### src/rtl/lorenz_pkg.sv
// Shared types, constants and control word layout for the Lorenz step generator.
package lorenz_pkg;

    // Default geometry of the coordinate path
    localparam int COORD_WIDTH_DEF = 24;
    localparam int FRAC_BITS_DEF   = 16;

    // Fixed register field widths and scaling
    localparam int GAIN_WIDTH  = 23;
    localparam int STEP_WIDTH  = 24;
    localparam int START_WIDTH = 24;
    localparam int GAIN_FRAC   = 16;
    localparam int STEP_FRAC   = 24;

    // Configuration port geometry
    localparam int APB_AW = 5;
    localparam int APB_DW = 32;

    // Program counter width of the sequencer
    localparam int PC_W = 4;

    // Register reset values
    localparam logic [GAIN_WIDTH-1:0]  SIGMA_RST = 23'd655360;
    localparam logic [GAIN_WIDTH-1:0]  RHO_RST   = 23'd1835008;
    localparam logic [GAIN_WIDTH-1:0]  BETA_RST  = 23'd174326;
    localparam logic [STEP_WIDTH-1:0]  STEP_RST  = 24'd83886;
    localparam logic [START_WIDTH-1:0] START_RST = 24'd65536;

    // Register map, one 32-bit slot per register
    typedef enum logic [2:0] {
        REG_SIGMA   = 3'd0,
        REG_RHO     = 3'd1,
        REG_BETA    = 3'd2,
        REG_STEP    = 3'd3,
        REG_START_X = 3'd4,
        REG_START_Y = 3'd5,
        REG_START_Z = 3'd6
    } t_reg_idx;

    // Register contents seen by the datapath
    typedef struct packed {
        logic [GAIN_WIDTH-1:0]             sigma;
        logic [GAIN_WIDTH-1:0]             rho;
        logic [GAIN_WIDTH-1:0]             beta;
        logic [STEP_WIDTH-1:0]             dt;
        logic [2:0][START_WIDTH-1:0]       start;
    } t_cfg;

    // Multiplier operand A source
    typedef enum logic [1:0] {
        A_SIGMA,
        A_X,
        A_BETA,
        A_DT
    } t_asel;

    // Multiplier operand B source
    typedef enum logic [2:0] {
        B_YMX,
        B_RMZ,
        B_Y,
        B_Z,
        B_DX,
        B_DY,
        B_DZ
    } t_bsel;

    // Scaling applied to the registered product
    typedef enum logic [1:0] {
        SH_GAIN,
        SH_FRAC,
        SH_STEP
    } t_shift;

    // Operation on the scaled product
    typedef enum logic [2:0] {
        P_NOP,
        P_LOAD_D,
        P_SUB_Y,
        P_LOAD_T,
        P_SUB_T,
        P_ADD_PT,
        P_RELOAD
    } t_post;

    // Coordinate lane addressed by the post operation
    typedef enum logic [1:0] {
        AX_X,
        AX_Y,
        AX_Z
    } t_axis;

    // One microcode word
    typedef struct packed {
        t_asel           asel;
        t_bsel           bsel;
        t_shift          shift;
        t_post           post;
        t_axis           axis;
        logic            jmp_restart;
        logic [PC_W-1:0] target;
        logic            last;
    } t_uword;

    // Sequencer to datapath control
    typedef struct packed {
        logic   start;
        logic   exec;
        logic   emit;
        t_uword word;
    } t_ctrl;

endpackage

### src/rtl/lorenz_regs.sv
// Configuration register file behind the APB-style port.
module lorenz_regs (
    input  logic                           i_clk,
    input  logic                           i_rst_n,
    input  logic                           psel,
    input  logic                           penable,
    input  logic                           pwrite,
    input  logic [lorenz_pkg::APB_AW-1:0]  paddr,
    input  logic [lorenz_pkg::APB_DW-1:0]  pwdata,
    output logic [lorenz_pkg::APB_DW-1:0]  prdata,
    output logic                           pready,
    output lorenz_pkg::t_cfg               o_cfg
);
    import lorenz_pkg::*;

    t_cfg     r_cfg;
    t_reg_idx reg_idx;
    logic     wr_en;

    // Decode the word slot
    assign reg_idx = t_reg_idx'(paddr[APB_AW-1:2]);
    assign wr_en   = psel && penable && pwrite && pready;
    assign pready  = 1'b1;
    assign o_cfg   = r_cfg;

    // Write registers
    always_ff @(posedge i_clk) begin
        if (!i_rst_n) begin
            r_cfg.sigma    <= SIGMA_RST;
            r_cfg.rho      <= RHO_RST;
            r_cfg.beta     <= BETA_RST;
            r_cfg.dt       <= STEP_RST;
            r_cfg.start[0] <= START_RST;
            r_cfg.start[1] <= START_RST;
            r_cfg.start[2] <= START_RST;
        end else if (wr_en) begin
            case (reg_idx)
                REG_SIGMA:   r_cfg.sigma    <= pwdata[GAIN_WIDTH-1:0];
                REG_RHO:     r_cfg.rho      <= pwdata[GAIN_WIDTH-1:0];
                REG_BETA:    r_cfg.beta     <= pwdata[GAIN_WIDTH-1:0];
                REG_STEP:    r_cfg.dt       <= pwdata[STEP_WIDTH-1:0];
                REG_START_X: r_cfg.start[0] <= pwdata[START_WIDTH-1:0];
                REG_START_Y: r_cfg.start[1] <= pwdata[START_WIDTH-1:0];
                REG_START_Z: r_cfg.start[2] <= pwdata[START_WIDTH-1:0];
                default: ;
            endcase
        end
    end

    // Read back
    always_comb begin
        case (reg_idx)
            REG_SIGMA:   prdata = APB_DW'(r_cfg.sigma);
            REG_RHO:     prdata = APB_DW'(r_cfg.rho);
            REG_BETA:    prdata = APB_DW'(r_cfg.beta);
            REG_STEP:    prdata = APB_DW'(r_cfg.dt);
            REG_START_X: prdata = APB_DW'(r_cfg.start[0]);
            REG_START_Y: prdata = APB_DW'(r_cfg.start[1]);
            REG_START_Z: prdata = APB_DW'(r_cfg.start[2]);
            default:     prdata = '0;
        endcase
    end

endmodule

### src/rtl/lorenz_seq.sv
// Microcode sequencer: program ROM, step counter, jumps and word handshakes.
module lorenz_seq (
    input  logic              i_clk,
    input  logic              i_rst_n,
    input  logic              i_in_valid,
    input  logic              i_restart,
    output logic              o_in_stall,
    output logic              o_out_valid,
    input  logic              i_out_stall,
    output lorenz_pkg::t_ctrl o_ctrl
);
    import lorenz_pkg::*;

    typedef enum logic [1:0] {
        S_IDLE,
        S_RUN,
        S_DRAIN
    } t_state;

    // Entry points of the program
    localparam logic [PC_W-1:0] PC_STEP   = 4'd0;
    localparam logic [PC_W-1:0] PC_RELOAD = 4'd8;

    // Euler step: one product per word, scaled and combined one word later
    function automatic t_uword rom(input logic [PC_W-1:0] pc);
        t_uword w;
        case (pc)
            4'd0:    w = '{A_SIGMA, B_YMX, SH_GAIN, P_NOP,    AX_X, 1'b1, PC_RELOAD, 1'b0};
            4'd1:    w = '{A_X,     B_RMZ, SH_GAIN, P_LOAD_D, AX_X, 1'b0, PC_STEP,   1'b0};
            4'd2:    w = '{A_X,     B_Y,   SH_FRAC, P_SUB_Y,  AX_Y, 1'b0, PC_STEP,   1'b0};
            4'd3:    w = '{A_BETA,  B_Z,   SH_FRAC, P_LOAD_T, AX_X, 1'b0, PC_STEP,   1'b0};
            4'd4:    w = '{A_DT,    B_DX,  SH_GAIN, P_SUB_T,  AX_Z, 1'b0, PC_STEP,   1'b0};
            4'd5:    w = '{A_DT,    B_DY,  SH_STEP, P_ADD_PT, AX_X, 1'b0, PC_STEP,   1'b0};
            4'd6:    w = '{A_DT,    B_DZ,  SH_STEP, P_ADD_PT, AX_Y, 1'b0, PC_STEP,   1'b0};
            4'd7:    w = '{A_DT,    B_DZ,  SH_STEP, P_ADD_PT, AX_Z, 1'b0, PC_STEP,   1'b1};
            4'd8:    w = '{A_DT,    B_DZ,  SH_STEP, P_RELOAD, AX_X, 1'b0, PC_STEP,   1'b1};
            default: w = '{A_DT,    B_DZ,  SH_STEP, P_NOP,    AX_X, 1'b0, PC_STEP,   1'b1};
        endcase
        return w;
    endfunction

    t_state          r_state, n_state;
    logic [PC_W-1:0] r_pc, n_pc;
    logic            r_restart, n_restart;
    logic            r_out_valid, n_out_valid;
    t_uword          uw;
    logic            accept;
    logic            emit;

    // Next-state and program flow
    always_comb begin
        n_state     = r_state;
        n_pc        = r_pc;
        n_restart   = r_restart;
        n_out_valid = r_out_valid && i_out_stall;
        uw          = rom(r_pc);
        accept      = 1'b0;
        emit        = 1'b0;
        case (r_state)
            S_IDLE: begin
                if (i_in_valid) begin
                    accept    = 1'b1;
                    n_state   = S_RUN;
                    n_pc      = PC_STEP;
                    n_restart = i_restart;
                end
            end
            S_RUN: begin
                if (uw.jmp_restart && r_restart) begin
                    n_pc = uw.target;
                end else if (uw.last) begin
                    n_state = S_DRAIN;
                end else begin
                    n_pc = r_pc + 1'b1;
                end
            end
            S_DRAIN: begin
                // move the point into the output register once it is free
                if (!r_out_valid || !i_out_stall) begin
                    emit        = 1'b1;
                    n_out_valid = 1'b1;
                    n_state     = S_IDLE;
                end
            end
            default: n_state = S_IDLE;
        endcase
    end

    // Hold state and registered outputs
    always_ff @(posedge i_clk) begin
        if (!i_rst_n) begin
            r_state     <= S_IDLE;
            r_pc        <= PC_STEP;
            r_restart   <= 1'b0;
            r_out_valid <= 1'b0;
        end else begin
            r_state     <= n_state;
            r_pc        <= n_pc;
            r_restart   <= n_restart;
            r_out_valid <= n_out_valid;
        end
    end

    assign o_in_stall  = (r_state != S_IDLE);
    assign o_out_valid = r_out_valid;

    always_comb begin
        o_ctrl.start = accept;
        o_ctrl.exec  = (r_state == S_RUN);
        o_ctrl.emit  = emit;
        o_ctrl.word  = uw;
    end

endmodule

### src/rtl/lorenz_dp.sv
// Datapath: shared multiplier, scaling and clamping, point and derivative registers.
module lorenz_dp #(
    parameter int CW = lorenz_pkg::COORD_WIDTH_DEF,
    parameter int FB = lorenz_pkg::FRAC_BITS_DEF
) (
    input  logic                 i_clk,
    input  logic                 i_rst_n,
    input  lorenz_pkg::t_ctrl    i_ctrl,
    input  lorenz_pkg::t_cfg     i_cfg,
    output logic signed [CW-1:0] o_coord_x,
    output logic signed [CW-1:0] o_coord_y,
    output logic signed [CW-1:0] o_coord_z,
    output logic                 o_clipped
);
    import lorenz_pkg::*;

    // rho realigned from 16 fractional bits to FB
    localparam int RW    = GAIN_WIDTH - GAIN_FRAC + FB;
    localparam int RSH_L = (FB >= GAIN_FRAC) ? FB - GAIN_FRAC : 0;
    localparam int RSH_R = (FB >= GAIN_FRAC) ? 0 : GAIN_FRAC - FB;
    localparam int RWW   = GAIN_WIDTH + GAIN_FRAC;
    localparam int RZW   = ((RW + 1 > CW) ? RW + 1 : CW) + 1;
    // Derivative width bounds, capped by the internal clamp
    localparam int DXB   = GAIN_WIDTH + 1 + CW + 1 - GAIN_FRAC;
    localparam int DYM   = CW + RZW - FB;
    localparam int DYB   = ((DYM > CW) ? DYM : CW) + 1;
    localparam int XYB   = 2 * CW - FB;
    localparam int BZB   = GAIN_WIDTH + 1 + CW - GAIN_FRAC;
    localparam int DZB   = ((XYB > BZB) ? XYB : BZB) + 1;
    localparam int DM0   = (DXB > DYB) ? DXB : DYB;
    localparam int DMAX  = (DM0 > DZB) ? DM0 : DZB;
    localparam int DW    = (DMAX > 63) ? 63 : DMAX;
    // Multiplier geometry
    localparam int AW    = (CW > STEP_WIDTH + 1) ? CW : STEP_WIDTH + 1;
    localparam int BW0   = (DW > RZW) ? DW : RZW;
    localparam int BW    = (BW0 > CW + 1) ? BW0 : CW + 1;
    localparam int PW    = AW + BW;
    localparam int EW    = (PW > 64) ? PW : 64;
    // Start point alignment
    localparam int SA0   = START_WIDTH + RSH_L;
    localparam int ALW   = ((SA0 > CW) ? SA0 : CW) + 1;

    localparam logic signed [EW:0]   LIMP   = (EW+1)'(1) <<< 61;
    localparam logic signed [EW:0]   LIMN   = -LIMP;
    localparam logic signed [CW-1:0] PT_ONE = CW'(64'd1 << FB);

    // Clamp to the internal range of plus or minus 2^61
    function automatic logic signed [EW:0] lim(input logic signed [EW:0] v);
        if (v > LIMP) begin
            return LIMP;
        end else if (v < LIMN) begin
            return LIMN;
        end
        return v;
    endfunction

    // Saturate to the coordinate range, flag in the top bit
    function automatic logic [CW:0] sat_cw(input logic signed [EW:0] v);
        logic same;
        same = (&v[EW:CW-1]) || !(|v[EW:CW-1]);
        if (same) begin
            return {1'b0, v[CW-1:0]};
        end else if (v[EW]) begin
            return {1'b1, 1'b1, {(CW-1){1'b0}}};
        end
        return {1'b1, 1'b0, {(CW-1){1'b1}}};
    endfunction

    t_uword                uw;
    logic signed [CW-1:0]  r_pt [3];
    logic signed [CW-1:0]  n_pt [3];
    logic signed [DW-1:0]  r_d [3];
    logic signed [DW-1:0]  n_d [3];
    logic signed [DW-1:0]  r_t, n_t;
    logic                  r_clip, n_clip;
    logic signed [PW-1:0]  r_prod;
    logic signed [CW-1:0]  r_out [3];
    logic                  r_out_clip;

    logic [RWW-1:0]        rho_wide;
    logic [RW-1:0]         rho_al;
    logic signed [CW:0]    ymx;
    logic signed [RZW-1:0] rmz;
    logic signed [AW-1:0]  op_a;
    logic signed [BW-1:0]  op_b;
    logic signed [EW:0]    prod_x;
    logic signed [EW:0]    sh;
    logic signed [EW:0]    p_cl;
    logic [1:0]            ax_i;
    logic [CW:0]           add_sat;
    logic signed [ALW-1:0] al [3];
    logic [CW:0]           rl_sat [3];

    assign uw = i_ctrl.word;

    // Form operands
    always_comb begin
        rho_wide = RWW'(i_cfg.rho);
        rho_al   = RW'((rho_wide << RSH_L) >> RSH_R);
        ymx      = (CW+1)'(r_pt[1]) - (CW+1)'(r_pt[0]);
        rmz      = $signed(RZW'(rho_al)) - RZW'(r_pt[2]);
        case (uw.asel)
            A_SIGMA: op_a = AW'(i_cfg.sigma);
            A_X:     op_a = AW'(r_pt[0]);
            A_BETA:  op_a = AW'(i_cfg.beta);
            A_DT:    op_a = AW'(i_cfg.dt);
            default: op_a = '0;
        endcase
        case (uw.bsel)
            B_YMX:   op_b = BW'(ymx);
            B_RMZ:   op_b = BW'(rmz);
            B_Y:     op_b = BW'(r_pt[1]);
            B_Z:     op_b = BW'(r_pt[2]);
            B_DX:    op_b = BW'(r_d[0]);
            B_DY:    op_b = BW'(r_d[1]);
            B_DZ:    op_b = BW'(r_d[2]);
            default: op_b = '0;
        endcase
    end

    // Scale the registered product, rounding toward minus infinity, then clamp
    always_comb begin
        prod_x = (EW+1)'(r_prod);
        case (uw.shift)
            SH_GAIN: sh = prod_x >>> GAIN_FRAC;
            SH_FRAC: sh = prod_x >>> FB;
            SH_STEP: sh = prod_x >>> STEP_FRAC;
            default: sh = prod_x;
        endcase
        p_cl = lim(sh);
        case (uw.axis)
            AX_X:    ax_i = 2'd0;
            AX_Y:    ax_i = 2'd1;
            AX_Z:    ax_i = 2'd2;
            default: ax_i = 2'd0;
        endcase
        add_sat = sat_cw(p_cl + (EW+1)'(r_pt[ax_i]));
        for (int i = 0; i < 3; i++) begin
            al[i]     = ALW'($signed(i_cfg.start[i]));
            al[i]     = al[i] <<< RSH_L;
            al[i]     = al[i] >>> RSH_R;
            rl_sat[i] = sat_cw((EW+1)'(al[i]));
        end
    end

    // Apply the post operation of the current word
    always_comb begin
        n_pt   = r_pt;
        n_d    = r_d;
        n_t    = r_t;
        n_clip = r_clip;
        if (i_ctrl.start) begin
            n_clip = 1'b0;
        end
        if (i_ctrl.exec) begin
            case (uw.post)
                P_LOAD_D: n_d[ax_i] = DW'(p_cl);
                P_SUB_Y:  n_d[ax_i] = DW'(lim(p_cl - (EW+1)'(r_pt[1])));
                P_LOAD_T: n_t = DW'(p_cl);
                P_SUB_T:  n_d[ax_i] = DW'(lim((EW+1)'(r_t) - p_cl));
                P_ADD_PT: begin
                    n_pt[ax_i] = add_sat[CW-1:0];
                    n_clip     = r_clip | add_sat[CW];
                end
                P_RELOAD: begin
                    for (int i = 0; i < 3; i++) begin
                        n_pt[i] = rl_sat[i][CW-1:0];
                    end
                    n_clip = rl_sat[0][CW] | rl_sat[1][CW] | rl_sat[2][CW];
                end
                default: ;
            endcase
        end
    end

    // Hold the point
    always_ff @(posedge i_clk) begin
        if (!i_rst_n) begin
            for (int i = 0; i < 3; i++) begin
                r_pt[i] <= PT_ONE;
            end
        end else begin
            r_pt <= n_pt;
        end
    end

    // Advance product, scratch and output registers
    always_ff @(posedge i_clk) begin
        if (i_ctrl.exec) begin
            r_prod <= op_a * op_b;
        end
        r_d    <= n_d;
        r_t    <= n_t;
        r_clip <= n_clip;
        if (i_ctrl.emit) begin
            r_out      <= r_pt;
            r_out_clip <= r_clip;
        end
    end

    assign o_coord_x = r_out[0];
    assign o_coord_y = r_out[1];
    assign o_coord_z = r_out[2];
    assign o_clipped = r_out_clip;

endmodule

### src/rtl/lorenz_euler_step_generator.sv
// Top level of the Lorenz attractor Euler step generator.
//
//  channel   direction  handshake                  payload
//  in        to block   i_in_valid / o_in_stall    i_restart
//  out       from block o_out_valid / i_out_stall  o_coord_x/y/z, o_clipped
//  config    to block   psel/penable/pwrite/pready paddr, pwdata -> prdata
//
// An Euler step, from one accepted word to the next: the word is accepted, eight
// program words run through the single shared multiplier, then the output loads.
// A restart word runs word 0, jumps to the reload word and then loads the output.
// Reset loads the default gains, dt and start point, sets the point to 1.0 and
// empties the output register.
// A stalled result holds in the output register while the next word is accepted
// and computed; that result then waits until the output register frees.
module lorenz_euler_step_generator #(
    parameter int COORD_WIDTH = lorenz_pkg::COORD_WIDTH_DEF,
    parameter int FRAC_BITS   = lorenz_pkg::FRAC_BITS_DEF
) (
    input  logic                           i_clk,
    input  logic                           i_rst_n,
    input  logic                           i_in_valid,
    output logic                           o_in_stall,
    input  logic                           i_restart,
    output logic                           o_out_valid,
    input  logic                           i_out_stall,
    output logic signed [COORD_WIDTH-1:0]  o_coord_x,
    output logic signed [COORD_WIDTH-1:0]  o_coord_y,
    output logic signed [COORD_WIDTH-1:0]  o_coord_z,
    output logic                           o_clipped,
    input  logic                           psel,
    input  logic                           penable,
    input  logic                           pwrite,
    input  logic [lorenz_pkg::APB_AW-1:0]  paddr,
    input  logic [lorenz_pkg::APB_DW-1:0]  pwdata,
    output logic [lorenz_pkg::APB_DW-1:0]  prdata,
    output logic                           pready
);
    import lorenz_pkg::*;

    t_cfg  cfg;
    t_ctrl ctrl;

    // Configuration registers
    lorenz_regs u_regs (
        .i_clk   (i_clk),
        .i_rst_n (i_rst_n),
        .psel    (psel),
        .penable (penable),
        .pwrite  (pwrite),
        .paddr   (paddr),
        .pwdata  (pwdata),
        .prdata  (prdata),
        .pready  (pready),
        .o_cfg   (cfg)
    );

    // Microcode sequencer
    lorenz_seq u_seq (
        .i_clk       (i_clk),
        .i_rst_n     (i_rst_n),
        .i_in_valid  (i_in_valid),
        .i_restart   (i_restart),
        .o_in_stall  (o_in_stall),
        .o_out_valid (o_out_valid),
        .i_out_stall (i_out_stall),
        .o_ctrl      (ctrl)
    );

    // Arithmetic datapath
    lorenz_dp #(
        .CW (COORD_WIDTH),
        .FB (FRAC_BITS)
    ) u_dp (
        .i_clk     (i_clk),
        .i_rst_n   (i_rst_n),
        .i_ctrl    (ctrl),
        .i_cfg     (cfg),
        .o_coord_x (o_coord_x),
        .o_coord_y (o_coord_y),
        .o_coord_z (o_coord_z),
        .o_clipped (o_clipped)
    );

endmodule

### config.mk
export PLATFORM = sky130hd
export DESIGN_NAME = lorenz_euler_step_generator
export DESIGN_NICKNAME = d
export VERILOG_FILES = /design/src/rtl/lorenz_pkg.sv /design/src/rtl/lorenz_regs.sv /design/src/rtl/lorenz_seq.sv /design/src/rtl/lorenz_dp.sv /design/src/rtl/lorenz_euler_step_generator.sv
export SDC_FILE = /design/constraint.sdc
export NUM_CORES = 2
export LEC_CHECK = 0
export ABC_AREA = 0
export BUFFER_PORTS_ARGS = -buffer_cell sky130_fd_sc_hd__buf_2
export CAP_MARGIN = 40
export CORE_MARGIN = 2
export CORE_UTILIZATION = 50
export DETAILED_ROUTE_END_ITERATION = 7
export PLACE_DENSITY = 0.66
export REMOVE_ABC_BUFFERS = 1
export SYNTH_ARGS = -nofsm -noshare
export SYNTH_HDL_FRONTEND = slang
export SYNTH_SLANG_ARGS = --single-unit
export TNS_END_PERCENT = 1
### constraint.sdc
create_clock -name i_clk -period 10.9 [get_ports i_clk]
set_clock_uncertainty 0.2 [all_clocks]
set_input_delay 0 -clock i_clk [delete_from_list [all_inputs] [get_ports i_clk]]
set_output_delay 0 -clock i_clk [all_outputs]
set_load 0.01 [all_outputs]
# Word-level counts from Yosys, hierarchy flattened
# Memory sizes are Yosys's and may differ from the RTL's. A register that Yosys moved wholly into a read port is not among the register bits.
# Index checks and enable logic that the tools add are counted.
[totals] inputBits=45 n_memories=1 reg_bits=514 word_cells=175 mem_bits_ro=240 output_inout_bits=108
[memory_table] memory="(name not given)" depth=16 width=15 read_ports=1 rd_clocked_by_memory_dff=1 wr=0 line="lorenz_seq.sv:27" source="case (pc)"
[op_classes] eq_ne=32 addsub=6 multipliers=1 n_bitwise=2 n_mux=66 reduce_logical=35 magnitude_cmp=8
[op_table] operator="$mux W34" n=11
[op_table] operator="$bwmux W102" n=3
[op_table] operator="$pmux W102 S3" n=1
[op_table] operator="$pmux W34 S7" n=1
[op_table] operator="$mux W65" n=3
[op_table] operator="$pmux W24 S7" n=1
[op_table] operator="$pmux W72 S2" n=1
[op_table] operator="$gt A65 B63 Y1 const B" n=2
[op_table] operator="$lt A65 B62 Y1 const B" n=2
[op_table] operator="$pmux W58 S2" n=1
[op_table] operator="$pmux W25 S4" n=1
[op_table] operator="$mux W25" n=3
[op_table] operator="$bwmux W72" n=1
[op_table] operator="$mux W24" n=3
[op_table] operator="$demux W34 S2" n=1
[op_table] operator="$add A65 B24 Y65" n=1
[op_table] operator="$sub A34 B65 Y65" n=1
[op_table] operator="$sub A65 B24 Y65" n=1
[op_table] operator="$gt A59 B63 Y1 const B" n=1
[op_table] operator="$lt A59 B62 Y1 const B" n=1
[op_table] operator="$mul A25 B34 Y59" n=1
[op_table] operator="$sub A24 B24 Y25" n=2
[op_table] operator="$bmux W24 S2" n=1
[op_table] operator="$demux W24 S2" n=1
[op_table] operator="other kinds (33)" n=105

# Depth between registers and ports, before layout
[depth] ltp_word=18 mapped_depth=44 depth_no_buf=42

# By module
# A second synthesis with hierarchy kept.
[hier_totals] hier_cells=7332 area_unflattened_um2=65972.0
[by_module_without_submodules] module="lorenz_dp" n_inst=1 cells_each=6459 seq_area_each_um2=9509.1 area_each_um2=57440.1
[by_module_without_submodules] module="lorenz_regs" n_inst=1 cells_each=777 seq_area_each_um2=3303.2 area_each_um2=7599.8
[by_module_without_submodules] module="lorenz_seq" n_inst=1 cells_each=96 seq_area_each_um2=440.4 area_each_um2=932.1

# Least setup slack after synthesis
# OpenSTA, ideal clock, no wires.
[synth_timing] path_kind="register to register" start="register u_regs.r_cfg (netlist bit u_regs.o_cfg[119])" end="register u_dp.r_prod[57], data pin" path_buffers=2 synth_period_minus_slack_ns=10.570 path_slack_ns=0.330 stages_incl_launch_ff=42 setup_ns=0.264 t_arrival_ns=10.107 required_time_ns=10.436 path_cell_list="dfxtp_1 > inv_1 > ha_1 > fa_1 > nor2b_1 > o21ai_0 > a21oi_1 > o21ai_0 > a21boi_0 > o2111ai_1 > a311oi_1 > nor2_1 > o31ai_1 > o211ai_1 > a21oi_1 > clkbuf_1 > nor2_1 > fa_1 > (+6 left out) > fa_1 > inv_1 > fa_1 > inv_1 > fa_1 > inv_1 > ha_1 > clkbuf_1 > nand4_1 > nor3_1 > a21oi_1 > or2_2 > o211a_1 > o41ai_1 > a21oi_1 > o21ai_0 > a221oi_1 > xnor2_1"
[synth_via] elab_chain_cells=3
[synth_lines] element="from (decl)" line="lorenz_regs.sv:16" source="t_cfg r_cfg;"
[synth_lines] element="$sub A24 B24 Y25" line="lorenz_dp.sv:101" source="rmz = $signed(RZW'(rho_al)) - RZW'(r_pt[2]);"
[synth_lines] element="$pmux W34 S7" line="lorenz_dp.sv:109" source="case (uw.bsel)"
[synth_lines] element="$mul A25 B34 Y59" line="lorenz_dp.sv:190" source="r_prod <= op_a * op_b;"
[synth_lines] element="to (signal assigned)" line="lorenz_dp.sv:190"
[synth_lines] element="to (decl)" line="lorenz_dp.sv:76" source="logic signed [PW-1:0] r_prod;"
# Every way passes these cells.
# A chain may end at the register's enable or synchronous reset.

# Worst setup path in the final report
[layout_timing] start="register u_dp.r_pt[1] in the netlist's numbering" end="register u_dp.r_prod[55], data pin"
[layout_via] elab_chain_cells=3
[layout_lines] element="from (decl)" line="lorenz_dp.sv:70" source="logic signed [CW-1:0] r_pt [3];"
[layout_lines] element="from (signal assigned)" line="lorenz_dp.sv:183" source="r_pt <= n_pt;"
[layout_lines] element="$sub A24 B24 Y25" line="lorenz_dp.sv:101"
[layout_lines] element="$pmux W34 S7 (*)" line="lorenz_dp.sv:109"
[layout_lines] element="$mul A25 B34 Y59 (*)" line="lorenz_dp.sv:190"
# Mark *: on every way between the ends. The rest lies on a longest branch, timed or not.

==> summary.txt <==
Routing
  • DR DRC count: 1
  • Routed wire length: 264800 um
  • Avg WL per Cell: 26.25 um
  • TritonRoute pass-1 iters: 8
  • Post-route ant nets: 0
  • DR iter-0 viols: 7478
  • Via count: 61760
  • Drt via density: about 6.1

Synth
  • Xor/xnor cell area share of the yosys netlist: 0.02384
  • Sequential-to-total area share from yosys stat: 0.1961
  • YS warnings: 0
  • Largest family of logic cells by synthesized area: adder cells
  • Avg Inst Size Synth: 8.556 sq um
  • Top-area cell type share of the netlist area: 0.2576
  • Synth Area in Compound Gates: 0.1629
  • Synth cell types: 99
  • Mux cell area share after synthesis: 0.04409
  • Number of synthesized flops with an enable pin: 268
  • Mapped cell area: between 60000 and 70000 sq um
  • Register bit total from synthesis: 528
  • Synth area leaders: fa_1 26%, edfxtp_1 12%, dfxtp_1 7.7%, ha_1 7.2%, nand2_1 6.8%
  • Simple-Gate Fraction of Synth Area: 0.1554
  • Post-synthesis instance total: 7901
  • Share of flip-flops with an asynchronous set or reset: 0
  • Area leader, netlist: fa_1
  • Synth Area in Adders: 0.3300
  • Predominant post-synthesis flop cell: edfxtp_1

Clock network
  • CTS tree: done
  • CTS root buf: clkbuf_16
  • # clock sinks: around 530
  • Worst-Skew Late Latency: 0.68 ns
  • Worst-case clock buffer depth: 3
  • Clock-pin slew on the worst setup and hold paths: about 0.07 ns
  • CTS Buf Count: 57
  • CTS H-tree lvls: 2

Final layout
  • NumNets Final: 9567
  • Layout cell share with drive strength beyond 1: 0.1182
  • # fillers: ~12000
  • Final Util: 0.5716
  • Register area: 13260 sq um
  • Commonest cells after routing, fill and taps aside: 1218 x nand2_1, 1120 x inv_1, 869 x fa_1
  • Area Overhead vs Synth: 13.13%
  • Commonest non-fill, non-tap cell in the layout: nand2_1
  • Design area: around 76000 sq um
  • Multi-input gate area: 48880 sq um

Critical path
  • Reg2Reg Depth: 42
  • Startpoint Class: flop
  • Delay-heaviest family, CP: adder cells
  • Setup CP Type: reg2reg
  • Critical path fanouts, max: 4
  • Worst reg2reg path endpoint: u_dp.r_prod[55]$_DFFE_PP_
  • Reg2reg start: u_dp.r_pt[1]$_SDFFE_PN0P_
  • Crit path buffers/inverters: 11
  • Max incr delay on CP: 0.67 ns
  • Crit path DAT: approximately 11 ns
  • Critical Path RT: 11.19 ns
  • Critical path capture point type: flop
  • Crit-path slowest cell: o211ai_1
  • Setup slack, reg-to-reg: 0.36 ns

STA
  • Post-route clock period utilization: 0.9666
  • Max_slew headroom: 0.3307
  • Min cycle time layout: ~11 ns
  • Slew @ Worst Pin: 1.004 ns
  • Setup TNS Final: 0 ns
  • Max-slew violation count: 0
  • Final hold vios: 0
  • Worst hold margin: 0.02323 ns
  • Max Fclk: 94.92 MHz
  • Finish-stage setup viols: 0
  • Smallest setup slack after layout: roughly 0.36 ns

Global route
  • Largest net degree at the start of global routing: roughly 100
  • Gr usage total: 0.3823
  • Initial antenna violation count: 18
  • First-pass GRT wire length: ~400000 um
  • Gr ovfl total: 0
  • Vias in the first global route: 61550

Placed design
  • Setup WS pre-CTS: -0.3979 ns
  • IO Port Bufs: 133
  • Detailed placement HPWL: 213400 um
  • Placed Area: 73810 sq um
  • Routability cong.: 1.026

Min path
  • Worst Hold Class: in2reg
  • Hold_sp: pwdata[9]
  • Worst min-delay path endpoint: u_regs.o_cfg[151]$_SDFFE_PN0P_
  • Worst Hold Depth: 4

Power and ir drop
  • Peak supply drop: 0.0001327 V
  • Cell Pwr Density: between 80 and 90 nW/um^2
  • Leak: ~35 nW

Die
  • Core Area: approximately 130000 sq um
  • Io pins: 153
  • Die width: 371.7 um
  • Num rows: 134
  • Initial Util: 0.5052
  • DIE HEIGHT: 371.7 um
  • Full die area: 138200 sq um

Status
  • Status: complete, but fails checks
  • Failing checks: design-rule violations

Flow run
  • Max Cap Viol: 0
[state kept, by name (all words and copies together), names as in the netlist]
signal	count
u_regs.o_cfg	165
u_dp.r_d	102
u_dp.r_pt	72
u_dp.r_prod	59
u_dp.r_t	34
u_dp.o_coord_x	24
u_dp.o_coord_y	24
u_dp.o_coord_z	24
u_seq.uw	14
u_seq.r_pc	4
u_seq.r_state	2
u_dp.o_clipped	1
u_dp.r_clip	1
u_seq.o_out_valid	1
u_seq.r_restart	1
[area by class of cell]
type	count	area share
multi-input cells	5833	0.6392
clock buffers	84	0.02171
flip-flops and latches	528	0.1734
diodes	7	0.0002291
well taps	1768	0.02893
repair buffers	720	0.07659
inverters	1121	0.05502
clock inverters	24	0.004859
[what timing repair did]
action | 4_1_cts | 5_1_grt
endpoints found under the setup margin | 16 | 24
endpoints found under the hold margin | 198 | 0
hold buffers | 36 | 0
pin swaps | 1 | 12
gates resized for setup | 6 | 42
buffers inserted | 0 | 6
[worst max path at each step]
stage | from | to | slack, ns | depth (start not counted)
floorplan | u_seq.uw[13]$_SDFF_PP0_ | u_dp.r_prod[57]$_DFFE_PP_ | -0.07 | 29
global placement | u_regs.o_cfg[119]$_SDFFE_PN0P_ | u_dp.r_prod[56]$_DFFE_PP_ | -0.31 | 42
detailed placement | u_regs.o_cfg[119]$_SDFFE_PN0P_ | u_dp.r_prod[56]$_DFFE_PP_ | -0.40 | 41
CTS | u_dp.r_pt[49]$_SDFFE_PN0P_ | u_dp.r_prod[55]$_DFFE_PP_ | 0.03 | 41
global route | u_dp.r_pt[1]$_SDFFE_PN0P_ | u_dp.r_prod[55]$_DFFE_PP_ | -0.03 | 42
finish | u_dp.r_pt[1]$_SDFFE_PN0P_ | u_dp.r_prod[55]$_DFFE_PP_ | 0.36 | 42
[logic make-up (layout without fill, tap and decap cells)]
family / after synthesis / in the layout
mux: 261 / 261
flops: 528 / 528
simple gates: 2422 / 2422
buf+inv: 1547 / 1949
compound gates: 1696 / 1696
fa+ha+maj: 1261 / 1261
other cells: 2 / 16
xor+xnor: 184 / 184
[worst reg2reg max path: cells and delay by family, from the launching register on]
kind	cells	cell delay, ns
fa+ha+maj	9	3.62
compound gates	16	3.51
buf+inv	11	1.41
simple gates	5	1.10
flops	1	0.38
xor+xnor	1	0.11
[routing by layer]
metal	GRT usage	share of wire
met5	0	0.0011
met3	0.09580	0.11
met4	0.1925	0.063
met1	0.5126	0.40
met2	0.5739	0.43
[power breakdown]
group,switching [W],total [W],internal (W)
Clock,0.000916,0.00215,0.00123
Combinational,0.00151,0.00237,0.000867
Sequential,0.0000678,0.00223,0.00216
Total,0.00249,0.00675,0.00426
[synth_stat cells, drive strengths merged, types with 9 or more instances]
library cell,number
nand2,1219
inv,1120
fa,870
nor2,626
a21oi,440
ha,391
o21ai,379
clkbuf,356
edfxtp,268
dfxtp,260
a21o,210
mux2i,192
a21boi,156
xnor2,118
nand3,102
a211oi,82
and2,78
nand2b,74
buf,70
nor2b,69
o21a,67
xor2,66
nand4,58
nor3,54
a31oi,46
mux2,44
and3,39
o211ai,34
a221o,32
a221oi,28
o21bai,28
mux4,25
o31ai,21
or3,20
a31o,19
or2,19
o22ai,17
and4,16
a222oi,13
a22oi,13
a2111oi,12
nor4,12
o311a,10
o221ai,9
o311ai,9
[metrics by stage]
step	instances	total power [W]
after global placement	9882	0.004489
after floorplan	7482	0.003590
after global routing	10080	0.006989
after CTS	10070	0.006667
after detailed placement	9926	0.004544
final	10090	0.006749
Power figures use the tool's default switching activity.
